<file path="src/hw/rtl/somr_pkg.sv">
// Shared types and constants of the spiral order matrix reader.
package somr_pkg;

    localparam int unsigned MAX_ROWS_DEF    = 8;
    localparam int unsigned MAX_COLUMNS_DEF = 8;
    localparam int unsigned VALUE_WIDTH_DEF = 32;

    localparam int unsigned DIM_W       = 4;
    localparam int unsigned CFG_DATA_W  = 4;
    localparam int unsigned CFG_INDEX_W = 1;
    localparam int unsigned ELEMENT_W   = 32;
    localparam int unsigned SPIRAL_W    = 32;

    localparam logic [DIM_W-1:0] ROW_COUNT_RESET    = 4'd8;
    localparam logic [DIM_W-1:0] COLUMN_COUNT_RESET = 4'd8;

    typedef enum logic [CFG_INDEX_W-1:0] {
        CFG_ROW_COUNT    = 1'b0,
        CFG_COLUMN_COUNT = 1'b1
    } t_cfg_index;

    typedef enum logic [1:0] {
        DIR_RIGHT = 2'd0,
        DIR_DOWN  = 2'd1,
        DIR_LEFT  = 2'd2,
        DIR_UP    = 2'd3
    } t_walk_dir;

    typedef enum logic {
        WALK_IDLE = 1'b0,
        WALK_RUN  = 1'b1
    } t_walk_state;

    // Control part of one load beat as it travels through the queue.
    typedef struct packed {
        logic             last;
        logic [DIM_W-1:0] rows;
        logic [DIM_W-1:0] cols;
    } t_load_ctrl;

    localparam int unsigned LOAD_CTRL_W = $bits(t_load_ctrl);

endpackage

</file>
<file path="src/hw/rtl/somr_queue.sv">
// Two-entry queue between the load front end and the spiral walker.
module somr_queue #(
    parameter int unsigned DATA_W = 8
) (
    input  logic              i_clk,
    input  logic              i_rst_n,
    input  logic              i_push,
    input  logic [DATA_W-1:0] i_data,
    input  logic              i_pop,
    output logic [DATA_W-1:0] o_data,
    output logic              o_full,
    output logic              o_empty
);

    logic [DATA_W-1:0] r_slot [2];
    logic              r_wr_ptr;
    logic              r_rd_ptr;
    logic [1:0]        r_count;
    logic [1:0]        n_count;

    always_comb begin
        n_count = r_count;
        if (i_push && !i_pop) begin
            n_count = r_count + 2'd1;
        end else if (i_pop && !i_push) begin
            n_count = r_count - 2'd1;
        end
    end

    always_ff @(posedge i_clk) begin
        if (!i_rst_n) begin
            r_wr_ptr <= 1'b0;
            r_rd_ptr <= 1'b0;
            r_count  <= 2'd0;
        end else begin
            if (i_push) begin
                r_wr_ptr <= !r_wr_ptr;
            end
            if (i_pop) begin
                r_rd_ptr <= !r_rd_ptr;
            end
            r_count <= n_count;
        end
    end

    always_ff @(posedge i_clk) begin
        if (i_push) begin
            r_slot[r_wr_ptr] <= i_data;
        end
    end

    assign o_data  = r_slot[r_rd_ptr];
    assign o_full  = (r_count == 2'd2);
    assign o_empty = (r_count == 2'd0);

endmodule

</file>
<file path="src/hw/rtl/somr_front.sv">
// Front end: configuration registers, element counting and load classification.
module somr_front #(
    parameter int unsigned MAX_ROWS    = somr_pkg::MAX_ROWS_DEF,
    parameter int unsigned MAX_COLUMNS = somr_pkg::MAX_COLUMNS_DEF,
    parameter int unsigned VALUE_WIDTH = somr_pkg::VALUE_WIDTH_DEF,
    localparam int unsigned DEPTH  = MAX_ROWS * MAX_COLUMNS,
    localparam int unsigned ADDR_W = (DEPTH > 1) ? $clog2(DEPTH) : 1
) (
    input  logic                                i_clk,
    input  logic                                i_rst_n,
    input  logic                                i_cfg_we,
    input  logic [somr_pkg::CFG_INDEX_W-1:0]    i_cfg_index,
    input  logic [somr_pkg::CFG_DATA_W-1:0]     i_cfg_data,
    input  logic                                start,
    input  logic signed [somr_pkg::ELEMENT_W-1:0] i_element_value,
    input  logic                                i_queue_full,
    input  logic                                i_run_done,
    output logic                                busy,
    output logic                                o_push,
    output logic [VALUE_WIDTH-1:0]              o_value,
    output logic [ADDR_W-1:0]                   o_addr,
    output somr_pkg::t_load_ctrl                o_ctrl
);

    localparam int unsigned CNT_W = $clog2(DEPTH + 1);
    localparam int unsigned PROD_W = 2 * somr_pkg::DIM_W;
    localparam logic [somr_pkg::DIM_W-1:0] ROW_MAX = somr_pkg::DIM_W'(MAX_ROWS);
    localparam logic [somr_pkg::DIM_W-1:0] COL_MAX = somr_pkg::DIM_W'(MAX_COLUMNS);

    logic [somr_pkg::DIM_W-1:0] r_row_count;
    logic [somr_pkg::DIM_W-1:0] r_column_count;
    logic [CNT_W-1:0]           r_loaded_count;
    logic [CNT_W-1:0]           n_loaded_count;
    logic                       r_run_pending;
    logic [somr_pkg::DIM_W-1:0] w_rows;
    logic [somr_pkg::DIM_W-1:0] w_cols;
    logic [PROD_W-1:0]          w_total;
    logic                       w_accept;
    logic                       w_last;

    // A register value of zero acts as one, anything past the maximum as the maximum.
    function automatic logic [somr_pkg::DIM_W-1:0] clamp_dim(
        input logic [somr_pkg::DIM_W-1:0] v,
        input logic [somr_pkg::DIM_W-1:0] hi
    );
        logic [somr_pkg::DIM_W-1:0] res;
        res = v;
        if (v == '0) begin
            res = somr_pkg::DIM_W'(1);
        end else if (v > hi) begin
            res = hi;
        end
        return res;
    endfunction

    assign w_rows   = clamp_dim(r_row_count, ROW_MAX);
    assign w_cols   = clamp_dim(r_column_count, COL_MAX);
    assign w_total  = PROD_W'(w_rows) * PROD_W'(w_cols);
    assign busy     = r_run_pending || i_queue_full;
    assign w_accept = start && !busy;

    assign n_loaded_count = r_loaded_count + CNT_W'(1);
    assign w_last         = (PROD_W'(n_loaded_count) >= w_total);

    always_ff @(posedge i_clk) begin
        if (!i_rst_n) begin
            r_row_count    <= somr_pkg::ROW_COUNT_RESET;
            r_column_count <= somr_pkg::COLUMN_COUNT_RESET;
        end else if (i_cfg_we) begin
            case (i_cfg_index)
                somr_pkg::CFG_ROW_COUNT: begin
                    r_row_count <= i_cfg_data;
                end
                somr_pkg::CFG_COLUMN_COUNT: begin
                    r_column_count <= i_cfg_data;
                end
                default: begin
                end
            endcase
        end
    end

    always_ff @(posedge i_clk) begin
        if (!i_rst_n) begin
            r_loaded_count <= '0;
            r_run_pending  <= 1'b0;
        end else begin
            if (w_accept) begin
                r_loaded_count <= w_last ? '0 : n_loaded_count;
            end
            if (w_accept && w_last) begin
                r_run_pending <= 1'b1;
            end else if (i_run_done) begin
                r_run_pending <= 1'b0;
            end
        end
    end

    assign o_push      = w_accept;
    assign o_value     = VALUE_WIDTH'(i_element_value);
    assign o_addr      = r_loaded_count[ADDR_W-1:0];
    assign o_ctrl.last = w_last;
    assign o_ctrl.rows = w_rows;
    assign o_ctrl.cols = w_cols;

endmodule

</file>
<file path="src/hw/rtl/somr_back.sv">
// Back end: matrix store and the spiral walk that reads it out.
module somr_back #(
    parameter int unsigned MAX_ROWS    = somr_pkg::MAX_ROWS_DEF,
    parameter int unsigned MAX_COLUMNS = somr_pkg::MAX_COLUMNS_DEF,
    parameter int unsigned VALUE_WIDTH = somr_pkg::VALUE_WIDTH_DEF,
    localparam int unsigned DEPTH  = MAX_ROWS * MAX_COLUMNS,
    localparam int unsigned ADDR_W = (DEPTH > 1) ? $clog2(DEPTH) : 1
) (
    input  logic                                 i_clk,
    input  logic                                 i_rst_n,
    input  logic                                 i_empty,
    input  logic [VALUE_WIDTH-1:0]               i_value,
    input  logic [ADDR_W-1:0]                    i_addr,
    input  somr_pkg::t_load_ctrl                 i_ctrl,
    output logic                                 o_pop,
    output logic                                 o_run_done,
    output logic                                 strobe,
    output logic signed [somr_pkg::SPIRAL_W-1:0] o_spiral_value,
    output logic                                 o_final_flag
);

    localparam int unsigned CNT_W  = $clog2(DEPTH + 1);
    localparam int unsigned DIM_W  = somr_pkg::DIM_W;
    localparam int unsigned PROD_W = 2 * somr_pkg::DIM_W;

    logic [VALUE_WIDTH-1:0]  r_mem [DEPTH];

    somr_pkg::t_walk_state   r_state;
    somr_pkg::t_walk_state   n_state;
    somr_pkg::t_walk_dir     r_dir;
    somr_pkg::t_walk_dir     n_dir;
    logic [DIM_W-1:0]        r_pos, n_pos;
    logic [DIM_W-1:0]        r_top, n_top;
    logic [DIM_W-1:0]        r_bottom, n_bottom;
    logic [DIM_W-1:0]        r_left, n_left;
    logic [DIM_W-1:0]        r_right, n_right;
    logic [DIM_W-1:0]        r_cols;
    logic [CNT_W-1:0]        r_remaining;
    logic [DIM_W-1:0]        w_row;
    logic [DIM_W-1:0]        w_col;
    logic [PROD_W-1:0]       w_lin;
    logic [PROD_W-1:0]       w_total;
    logic                    w_start;
    logic                    w_walk;
    logic                    w_at_end;

    logic                    r_rd_valid;
    logic                    r_rd_final;
    logic [VALUE_WIDTH-1:0]  r_rd_data;

    assign w_at_end = (r_remaining == CNT_W'(1));
    assign w_total  = PROD_W'(i_ctrl.rows) * PROD_W'(i_ctrl.cols);

    always_comb begin
        n_state = r_state;
        case (r_state)
            somr_pkg::WALK_IDLE: begin
                if (!i_empty && i_ctrl.last) begin
                    n_state = somr_pkg::WALK_RUN;
                end
            end
            somr_pkg::WALK_RUN: begin
                if (w_at_end) begin
                    n_state = somr_pkg::WALK_IDLE;
                end
            end
            default: begin
                n_state = somr_pkg::WALK_IDLE;
            end
        endcase
    end

    always_comb begin
        o_pop   = 1'b0;
        w_walk  = 1'b0;
        case (r_state)
            somr_pkg::WALK_IDLE: begin
                o_pop = !i_empty;
            end
            somr_pkg::WALK_RUN: begin
                w_walk = 1'b1;
            end
            default: begin
            end
        endcase
    end

    assign w_start = o_pop && i_ctrl.last;

    // One element per cycle; at the end of a side the bound shrinks and the
    // position jumps to the start of the next side.
    always_comb begin
        w_row    = r_top;
        w_col    = r_pos;
        n_dir    = r_dir;
        n_pos    = r_pos;
        n_top    = r_top;
        n_bottom = r_bottom;
        n_left   = r_left;
        n_right  = r_right;
        case (r_dir)
            somr_pkg::DIR_RIGHT: begin
                w_row = r_top;
                w_col = r_pos;
                if (r_pos == r_right) begin
                    n_top = r_top + DIM_W'(1);
                    n_dir = somr_pkg::DIR_DOWN;
                    n_pos = r_top + DIM_W'(1);
                end else begin
                    n_pos = r_pos + DIM_W'(1);
                end
            end
            somr_pkg::DIR_DOWN: begin
                w_row = r_pos;
                w_col = r_right;
                if (r_pos == r_bottom) begin
                    n_right = r_right - DIM_W'(1);
                    n_dir   = somr_pkg::DIR_LEFT;
                    n_pos   = r_right - DIM_W'(1);
                end else begin
                    n_pos = r_pos + DIM_W'(1);
                end
            end
            somr_pkg::DIR_LEFT: begin
                w_row = r_bottom;
                w_col = r_pos;
                if (r_pos == r_left) begin
                    n_bottom = r_bottom - DIM_W'(1);
                    n_dir    = somr_pkg::DIR_UP;
                    n_pos    = r_bottom - DIM_W'(1);
                end else begin
                    n_pos = r_pos - DIM_W'(1);
                end
            end
            somr_pkg::DIR_UP: begin
                w_row = r_pos;
                w_col = r_left;
                if (r_pos == r_top) begin
                    n_left = r_left + DIM_W'(1);
                    n_dir  = somr_pkg::DIR_RIGHT;
                    n_pos  = r_left + DIM_W'(1);
                end else begin
                    n_pos = r_pos - DIM_W'(1);
                end
            end
            default: begin
                n_dir = somr_pkg::DIR_RIGHT;
            end
        endcase
    end

    assign w_lin = PROD_W'(w_row) * PROD_W'(r_cols) + PROD_W'(w_col);

    always_ff @(posedge i_clk) begin
        if (!i_rst_n) begin
            r_state     <= somr_pkg::WALK_IDLE;
            r_dir       <= somr_pkg::DIR_RIGHT;
            r_remaining <= '0;
            r_rd_valid  <= 1'b0;
            r_rd_final  <= 1'b0;
        end else begin
            r_state    <= n_state;
            r_rd_valid <= w_walk;
            r_rd_final <= w_walk && w_at_end;
            if (w_start) begin
                r_dir       <= somr_pkg::DIR_RIGHT;
                r_remaining <= CNT_W'(w_total);
            end else if (w_walk) begin
                r_dir       <= n_dir;
                r_remaining <= r_remaining - CNT_W'(1);
            end
        end
    end

    always_ff @(posedge i_clk) begin
        if (w_start) begin
            r_pos    <= '0;
            r_top    <= '0;
            r_left   <= '0;
            r_bottom <= i_ctrl.rows - DIM_W'(1);
            r_right  <= i_ctrl.cols - DIM_W'(1);
            r_cols   <= i_ctrl.cols;
        end else if (w_walk) begin
            r_pos    <= n_pos;
            r_top    <= n_top;
            r_left   <= n_left;
            r_bottom <= n_bottom;
            r_right  <= n_right;
        end
    end

    always_ff @(posedge i_clk) begin
        if (o_pop) begin
            r_mem[i_addr] <= i_value;
        end
        if (w_walk) begin
            r_rd_data <= r_mem[w_lin[ADDR_W-1:0]];
        end
    end

    assign strobe         = r_rd_valid;
    assign o_final_flag   = r_rd_final;
    assign o_spiral_value = somr_pkg::SPIRAL_W'($signed(r_rd_data));
    assign o_run_done     = r_rd_valid && r_rd_final;

endmodule

</file>
<file path="src/hw/rtl/spiral_order_matrix_reader_unit.sv">
// Top level of the spiral order matrix reader: front end, queue and walker.
//
//  Channel   Handshake                 Payload
//  --------  ------------------------  -------------------------------------
//  config    i_cfg_we (no wait)        i_cfg_index, i_cfg_data
//  element   start high, busy low      i_element_value
//  result    strobe, one cycle each    o_spiral_value, o_final_flag
//
// A load beat is taken in a cycle with start high and busy low and reaches
// the store through a two-entry queue, so elements of a matrix can arrive on
// every clock while busy stays low. The beat that completes the matrix starts
// the walk: once it has passed the queue, the walker start and the registered
// store read, the results leave one per cycle, rows * cols beats in a row, set
// by the single read port of the matrix store. busy stays high from that beat
// until the final result has been shown.
// Reset is synchronous and active low; the store is not cleared, since
// every entry is written before the walk reads it. The receiver cannot
// stall; results are shown exactly once and must be taken as they come.
module spiral_order_matrix_reader_unit #(
    parameter int unsigned MAX_ROWS    = somr_pkg::MAX_ROWS_DEF,
    parameter int unsigned MAX_COLUMNS = somr_pkg::MAX_COLUMNS_DEF,
    parameter int unsigned VALUE_WIDTH = somr_pkg::VALUE_WIDTH_DEF
) (
    input  logic                                 i_clk,
    input  logic                                 i_rst_n,
    input  logic                                 i_cfg_we,
    input  logic [somr_pkg::CFG_INDEX_W-1:0]     i_cfg_index,
    input  logic [somr_pkg::CFG_DATA_W-1:0]      i_cfg_data,
    input  logic                                 start,
    input  logic signed [somr_pkg::ELEMENT_W-1:0] i_element_value,
    output logic                                 busy,
    output logic                                 strobe,
    output logic signed [somr_pkg::SPIRAL_W-1:0] o_spiral_value,
    output logic                                 o_final_flag
);

    // Store geometry follows from the largest matrix the block must hold.
    localparam int unsigned DEPTH  = MAX_ROWS * MAX_COLUMNS;
    localparam int unsigned ADDR_W = (DEPTH > 1) ? $clog2(DEPTH) : 1;
    localparam int unsigned Q_W    = VALUE_WIDTH + ADDR_W + somr_pkg::LOAD_CTRL_W;

    logic                    w_push;
    logic                    w_pop;
    logic                    w_full;
    logic                    w_empty;
    logic                    w_run_done;
    logic [VALUE_WIDTH-1:0]  w_front_value;
    logic [ADDR_W-1:0]       w_front_addr;
    somr_pkg::t_load_ctrl    w_front_ctrl;
    logic [Q_W-1:0]          w_q_in;
    logic [Q_W-1:0]          w_q_out;
    logic [VALUE_WIDTH-1:0]  w_back_value;
    logic [ADDR_W-1:0]       w_back_addr;
    somr_pkg::t_load_ctrl    w_back_ctrl;

    // The front end counts elements and marks the beat that completes a
    // matrix; it also holds off new beats while a walk is outstanding.
    somr_front #(
        .MAX_ROWS    (MAX_ROWS),
        .MAX_COLUMNS (MAX_COLUMNS),
        .VALUE_WIDTH (VALUE_WIDTH)
    ) u_front (
        .i_clk           (i_clk),
        .i_rst_n         (i_rst_n),
        .i_cfg_we        (i_cfg_we),
        .i_cfg_index     (i_cfg_index),
        .i_cfg_data      (i_cfg_data),
        .start           (start),
        .i_element_value (i_element_value),
        .i_queue_full    (w_full),
        .i_run_done      (w_run_done),
        .busy            (busy),
        .o_push          (w_push),
        .o_value         (w_front_value),
        .o_addr          (w_front_addr),
        .o_ctrl          (w_front_ctrl)
    );

    assign w_q_in = {w_front_value, w_front_addr, w_front_ctrl};

    somr_queue #(
        .DATA_W (Q_W)
    ) u_queue (
        .i_clk   (i_clk),
        .i_rst_n (i_rst_n),
        .i_push  (w_push),
        .i_data  (w_q_in),
        .i_pop   (w_pop),
        .o_data  (w_q_out),
        .o_full  (w_full),
        .o_empty (w_empty)
    );

    assign w_back_value = w_q_out[Q_W-1 -: VALUE_WIDTH];
    assign w_back_addr  = w_q_out[somr_pkg::LOAD_CTRL_W +: ADDR_W];
    assign w_back_ctrl  = somr_pkg::t_load_ctrl'(w_q_out[somr_pkg::LOAD_CTRL_W-1:0]);

    // The back end writes each beat into the store and, on the last one,
    // walks the matrix clockwise from the outside in.
    somr_back #(
        .MAX_ROWS    (MAX_ROWS),
        .MAX_COLUMNS (MAX_COLUMNS),
        .VALUE_WIDTH (VALUE_WIDTH)
    ) u_back (
        .i_clk          (i_clk),
        .i_rst_n        (i_rst_n),
        .i_empty        (w_empty),
        .i_value        (w_back_value),
        .i_addr         (w_back_addr),
        .i_ctrl         (w_back_ctrl),
        .o_pop          (w_pop),
        .o_run_done     (w_run_done),
        .strobe         (strobe),
        .o_spiral_value (o_spiral_value),
        .o_final_flag   (o_final_flag)
    );

endmodule

</file>
<file path="config.mk">
export PLATFORM = sky130hd
export DESIGN_NAME = spiral_order_matrix_reader_unit
export DESIGN_NICKNAME = d
export VERILOG_FILES = /design/src/hw/rtl/somr_pkg.sv /design/src/hw/rtl/somr_queue.sv /design/src/hw/rtl/somr_front.sv /design/src/hw/rtl/somr_back.sv /design/src/hw/rtl/spiral_order_matrix_reader_unit.sv
export SDC_FILE = /design/constraint.sdc
export NUM_CORES = 2
export LEC_CHECK = 0
export BUFFER_PORTS_ARGS = -buffer_cell sky130_fd_sc_hd__buf_4
export CAP_MARGIN = 40
export CORE_MARGIN = 2
export CORE_UTILIZATION = 57
export CTS_CLUSTER_SIZE = 14
export DETAILED_ROUTE_END_ITERATION = 10
export GPL_ROUTABILITY_DRIVEN = 1
export PLACE_DENSITY = 0.76
export SYNTH_ARGS = -nofsm -noshare
export SYNTH_HDL_FRONTEND = slang
export SYNTH_SLANG_ARGS = --single-unit
</file>
<file path="constraint.sdc">
create_clock -name i_clk -period 5.2 [get_ports i_clk]
set_input_delay 0.52 -clock i_clk [delete_from_list [all_inputs] [get_ports i_clk]]
set_output_delay 0.52 -clock i_clk [all_outputs]
set_load 0.005 [all_outputs]
</file>
==> flow_summary.toml <==
[run_status]
status = "complete, no violations"

[yosys]
yosys_warnings = 0
synth_top_family_by_area = "multiplexers"
synth_top_area_frac = 0.753
ys.flop_type = "edfxtp_1"
ys_ff_latch = 2231
muxShareOfSynthArea = 0.173
synth_cell_types = 54
synthAdderAreaFrac = 0.0114
yosysTopAreaCell = "edfxtp_1"
synth_edf_count = 2186
synth-async-reset-ratio = 0
synth_xor_area_frac = 0.00699
ys_seq_area_frac = 0.764
synthSimpleGateAreaFrac = 0.0199
syn_inst = 3858
avgSynthCellArea_sq_um = 22.6
synth-compound-area-share = 0.0128
syn-num-nets = 3970
netlist_area_sq_um = 87100
netlist_top_cells_area = "edfxtp_1 75%, mux4_2 17%, dfxtp_1 1.0%"

[timing]
finalCritPeriodShare = 0.980
finClkSkew_ns = 0.0320
setup_viol = 0
worst_pin_slew_ns = 0.895
hold_violations = 0
max_slew_margin = 0.402
whs_ns = 0.0669
min_period_ns = 5.10
slew_viol_final = 0
max_freq_mhz = 196

[global_route]
grt_pass1_vias = 43200
grtUsageMet3 = 0.0642
top_usage_layer = "met2"
grt_max_degree = 65
grt_pass1_wl_um = 304000
grt_use_total = 0.274
grt_overflow_total = 0
antenna_found_initial = 3
grt.met1_usage = 0.373
grtUsageMet2 = 0.443

[power_and_ir_drop]
power.density_nw_per_um2 = 605
p_leak_nw = 31.4
ir_worst_vdd_mv = 0.467
power_w = 0.0601

[setup_path]
crit_required_ns = 5.75
r2r_start = "u_back.r_dir[1]"
arrival_ns = 5.65
r2r_end = "u_back.o_spiral_value[20]"
cp_slowest_cell = "fa_1"
critical_path.max_stage_delay_ns = 0.50
critical_path_depth = 20
start_kind = "flop"
path_max_fanout = 9
worstSetupPathType = "flop to flop"
reg2reg_slack_ns = 0.10
cp_cell_sequence = "inv_2, ha_4, a221o_1, and2_4, nand2_2, fa_1, fa_1, inv_1, fa_1, ha_4, xor2_4, buf_12, buf_12, buf_6, buf_12, mux4_2, and2_1, a211oi_1, buf_4, a31oi_1"
r2r_cells = 20
cp_top_family = "adder cells"
crit_buf_inv = 7
cp-end-kind = "flop"
crit_end = "u_back.o_spiral_value[20]"
crit_start = "u_back.r_dir[1]"

[layout]
drive_above_1_share = 0.308
fin_nets = 4338
area_growth_syn_to_layout_pct = 14.0
final_common_cell = "edfxtp_1"
layout_common_cells = "2186 x edfxtp_1, 640 x mux4_2, 248 x buf_4"
num_antenna_cells = 0

[drt]
vias_per_cell = 6.61
drc = 0
vias = 42500
wire_per_inst_um = 33.3
dr.first_iter.drc_count = 5575
first_pass_iters = 6
ant_nets = 0
drt-total-wl_um = 214000

[floorplan]
ios = 76
fp.dieH_um = 395
start_util = 0.574
num_rows = 143
coreArea_sq_um = 152000
die-area_sq_um = 156000
die_w_um = 395

[place]
hpwl_um = 118000
place_congestion = 0.834
portBuffers = 75

[clock_network]
cts_tree = "built"
cts_buffers = 207
cts.htree.levels = 4
clk_pin_slew_ns = 0.06
clkLatencyLatePin_ns = 0.82
clockRootBuffer = "clkbuf_16"
cts.sinks = 2231
cts_max_path_buffers = 3

[flow_run]
cap_violations = 0

[min_path]
hold_class = "input port to flop"
[worst min-delay path: cells and delay by family]
family / cells / cell delay (ns)
AND/OR/NAND/NOR: 1 / 0.09
AO/OA/AOI/OAI: 1 / 0.08
buffers and inverters: 1 / 0.13
[power breakdown]
| group | internal, W | switching [W] |
|---|---|---|
| Sequential | 0.0222 | 0.000440 |
| Combinational | 0.0112 | 0.0120 |
| Clock | 0.00794 | 0.00633 |
[logic make-up (layout without fill, tap and decap cells)]
kind of cell,Yosys count,count (layout)
xor+xnor,68,68
fa+ha+maj,71,71
buf+inv,245,782
simple gates,380,380
compound gates,162,162
flops,2231,2231
mux,701,701
[per-stage QoR]
| step | area (sq um) | TNS (ns) | utilization | setup slack, ns | instances |
|---|---|---|---|---|---|
| floorplan | 87100 | 0 | - | 0.0801 | 3858 |
| global placement | 91900 | 0 | 0.605 | 0.107 | 5974 |
| detailed placement | 92300 | -0.00367 | 0.608 | -0.00367 | 5991 |
| CTS | 99100 | 0 | 0.652 | 0.0239 | 6413 |
| global route | 99400 | -0.473 | 0.654 | -0.0493 | 6425 |
| finish | 99400 | 0 | 0.654 | 0.102 | 6425 |
[cell type report]
| type | instances | area [sq um] |
|---|---|---|
| Clock buffer | 267 | 5520 |
| Timing Repair Buffer | 351 | 3590 |
| Clock inverter | 111 | 787 |
| Inverter | 53 | 199 |
| Sequential cell | 2231 | 66600 |
| Multi-Input combinational cell | 1382 | 20200 |
| Fill cell | 9242 | 52500 |
| Tap cell | 2030 | 2540 |
[what timing repair did]
item	in CTS	in global routing
gates cloned	0	4
resized for setup	2	28
endpoints found under the hold margin	72	0
buffers inserted	4	8
setup endpoints to repair	5	32
pin swaps	0	4
hold buffers	40	0
[cells in the mapped netlist, types with 5 or more instances]
cell,n
a21oi_1,19
o211ai_1,5
dfxtp_1,45
o22ai_1,5
buf_6,9
fa_1,14
ha_1,57
a211oi_1,34
nand2_1,133
a21boi_1,8
nand2b_1,7
xnor2_1,29
xor2_1,38
a22oi_1,8
inv_1,52
nor2b_1,14
o21ai_0,15
nor2_1,114
and2_1,50
mux2_2,35
a21o_1,8
edfxtp_1,2186
nand3_1,26
mux2i_1,26
clkbuf_1,105
and3_1,6
a21boi_0,6
buf_2,64
or2_2,8
mux4_2,640
nor3_1,9
buf_1,11
a31oi_1,34
[registers in the layout (all words and copies together), names as in the netlist, named ones only]
name and cells:
u_back.o_final_flag 1, u_back.o_spiral_value 32, u_back.r_bottom 4, u_back.r_cols 4, u_back.r_dir 2, u_back.r_left 4
u_back.r_mem 2048, u_back.r_pos 4, u_back.r_remaining 7, u_back.r_right 4, u_back.r_state 1, u_back.r_top 4
u_back.strobe 1, u_front.r_column_count 4, u_front.r_loaded_count 7, u_front.r_row_count 4, u_front.r_run_pending 1, u_queue.r_count 2
u_queue.r_rd_ptr 1, u_queue.r_slot 94, u_queue.r_wr_ptr 1
[layer usage]
| metal | wire length (um) | vias up |
|---|---|---|
| met2 | 107000 | 2773 |
| met1 | 77200 | 22400 |
| met3 | 22300 | 398 |
| met5 | 13 | - |
| li1 | - | 16900 |
| met4 | 7540 | 2 |
[worst min-delay path by stage]
| stage | from | to | slack (ns) | depth (start not counted) |
|---|---|---|---|---|
| 3_3_place_gp | u_front.r_loaded_count[6] | u_front.r_loaded_count[6] | 0.45 | 2 |
| 2_1_floorplan | u_front.r_loaded_count[6] | u_front.r_loaded_count[6] | 0.44 | 2 |
| 6_report | i_cfg_index | u_front.r_column_count[1] | 0.07 | 3 |
| 5_1_grt | i_cfg_index | u_front.r_column_count[1] | 0.05 | 3 |
| 4_1_cts | i_cfg_index | u_front.r_column_count[1] | 0.01 | 3 |
| 3_5_place_dp | u_front.r_loaded_count[6] | u_front.r_loaded_count[6] | 0.46 | 2 |
No activity file was read; power rests on OpenSTA's default activity.
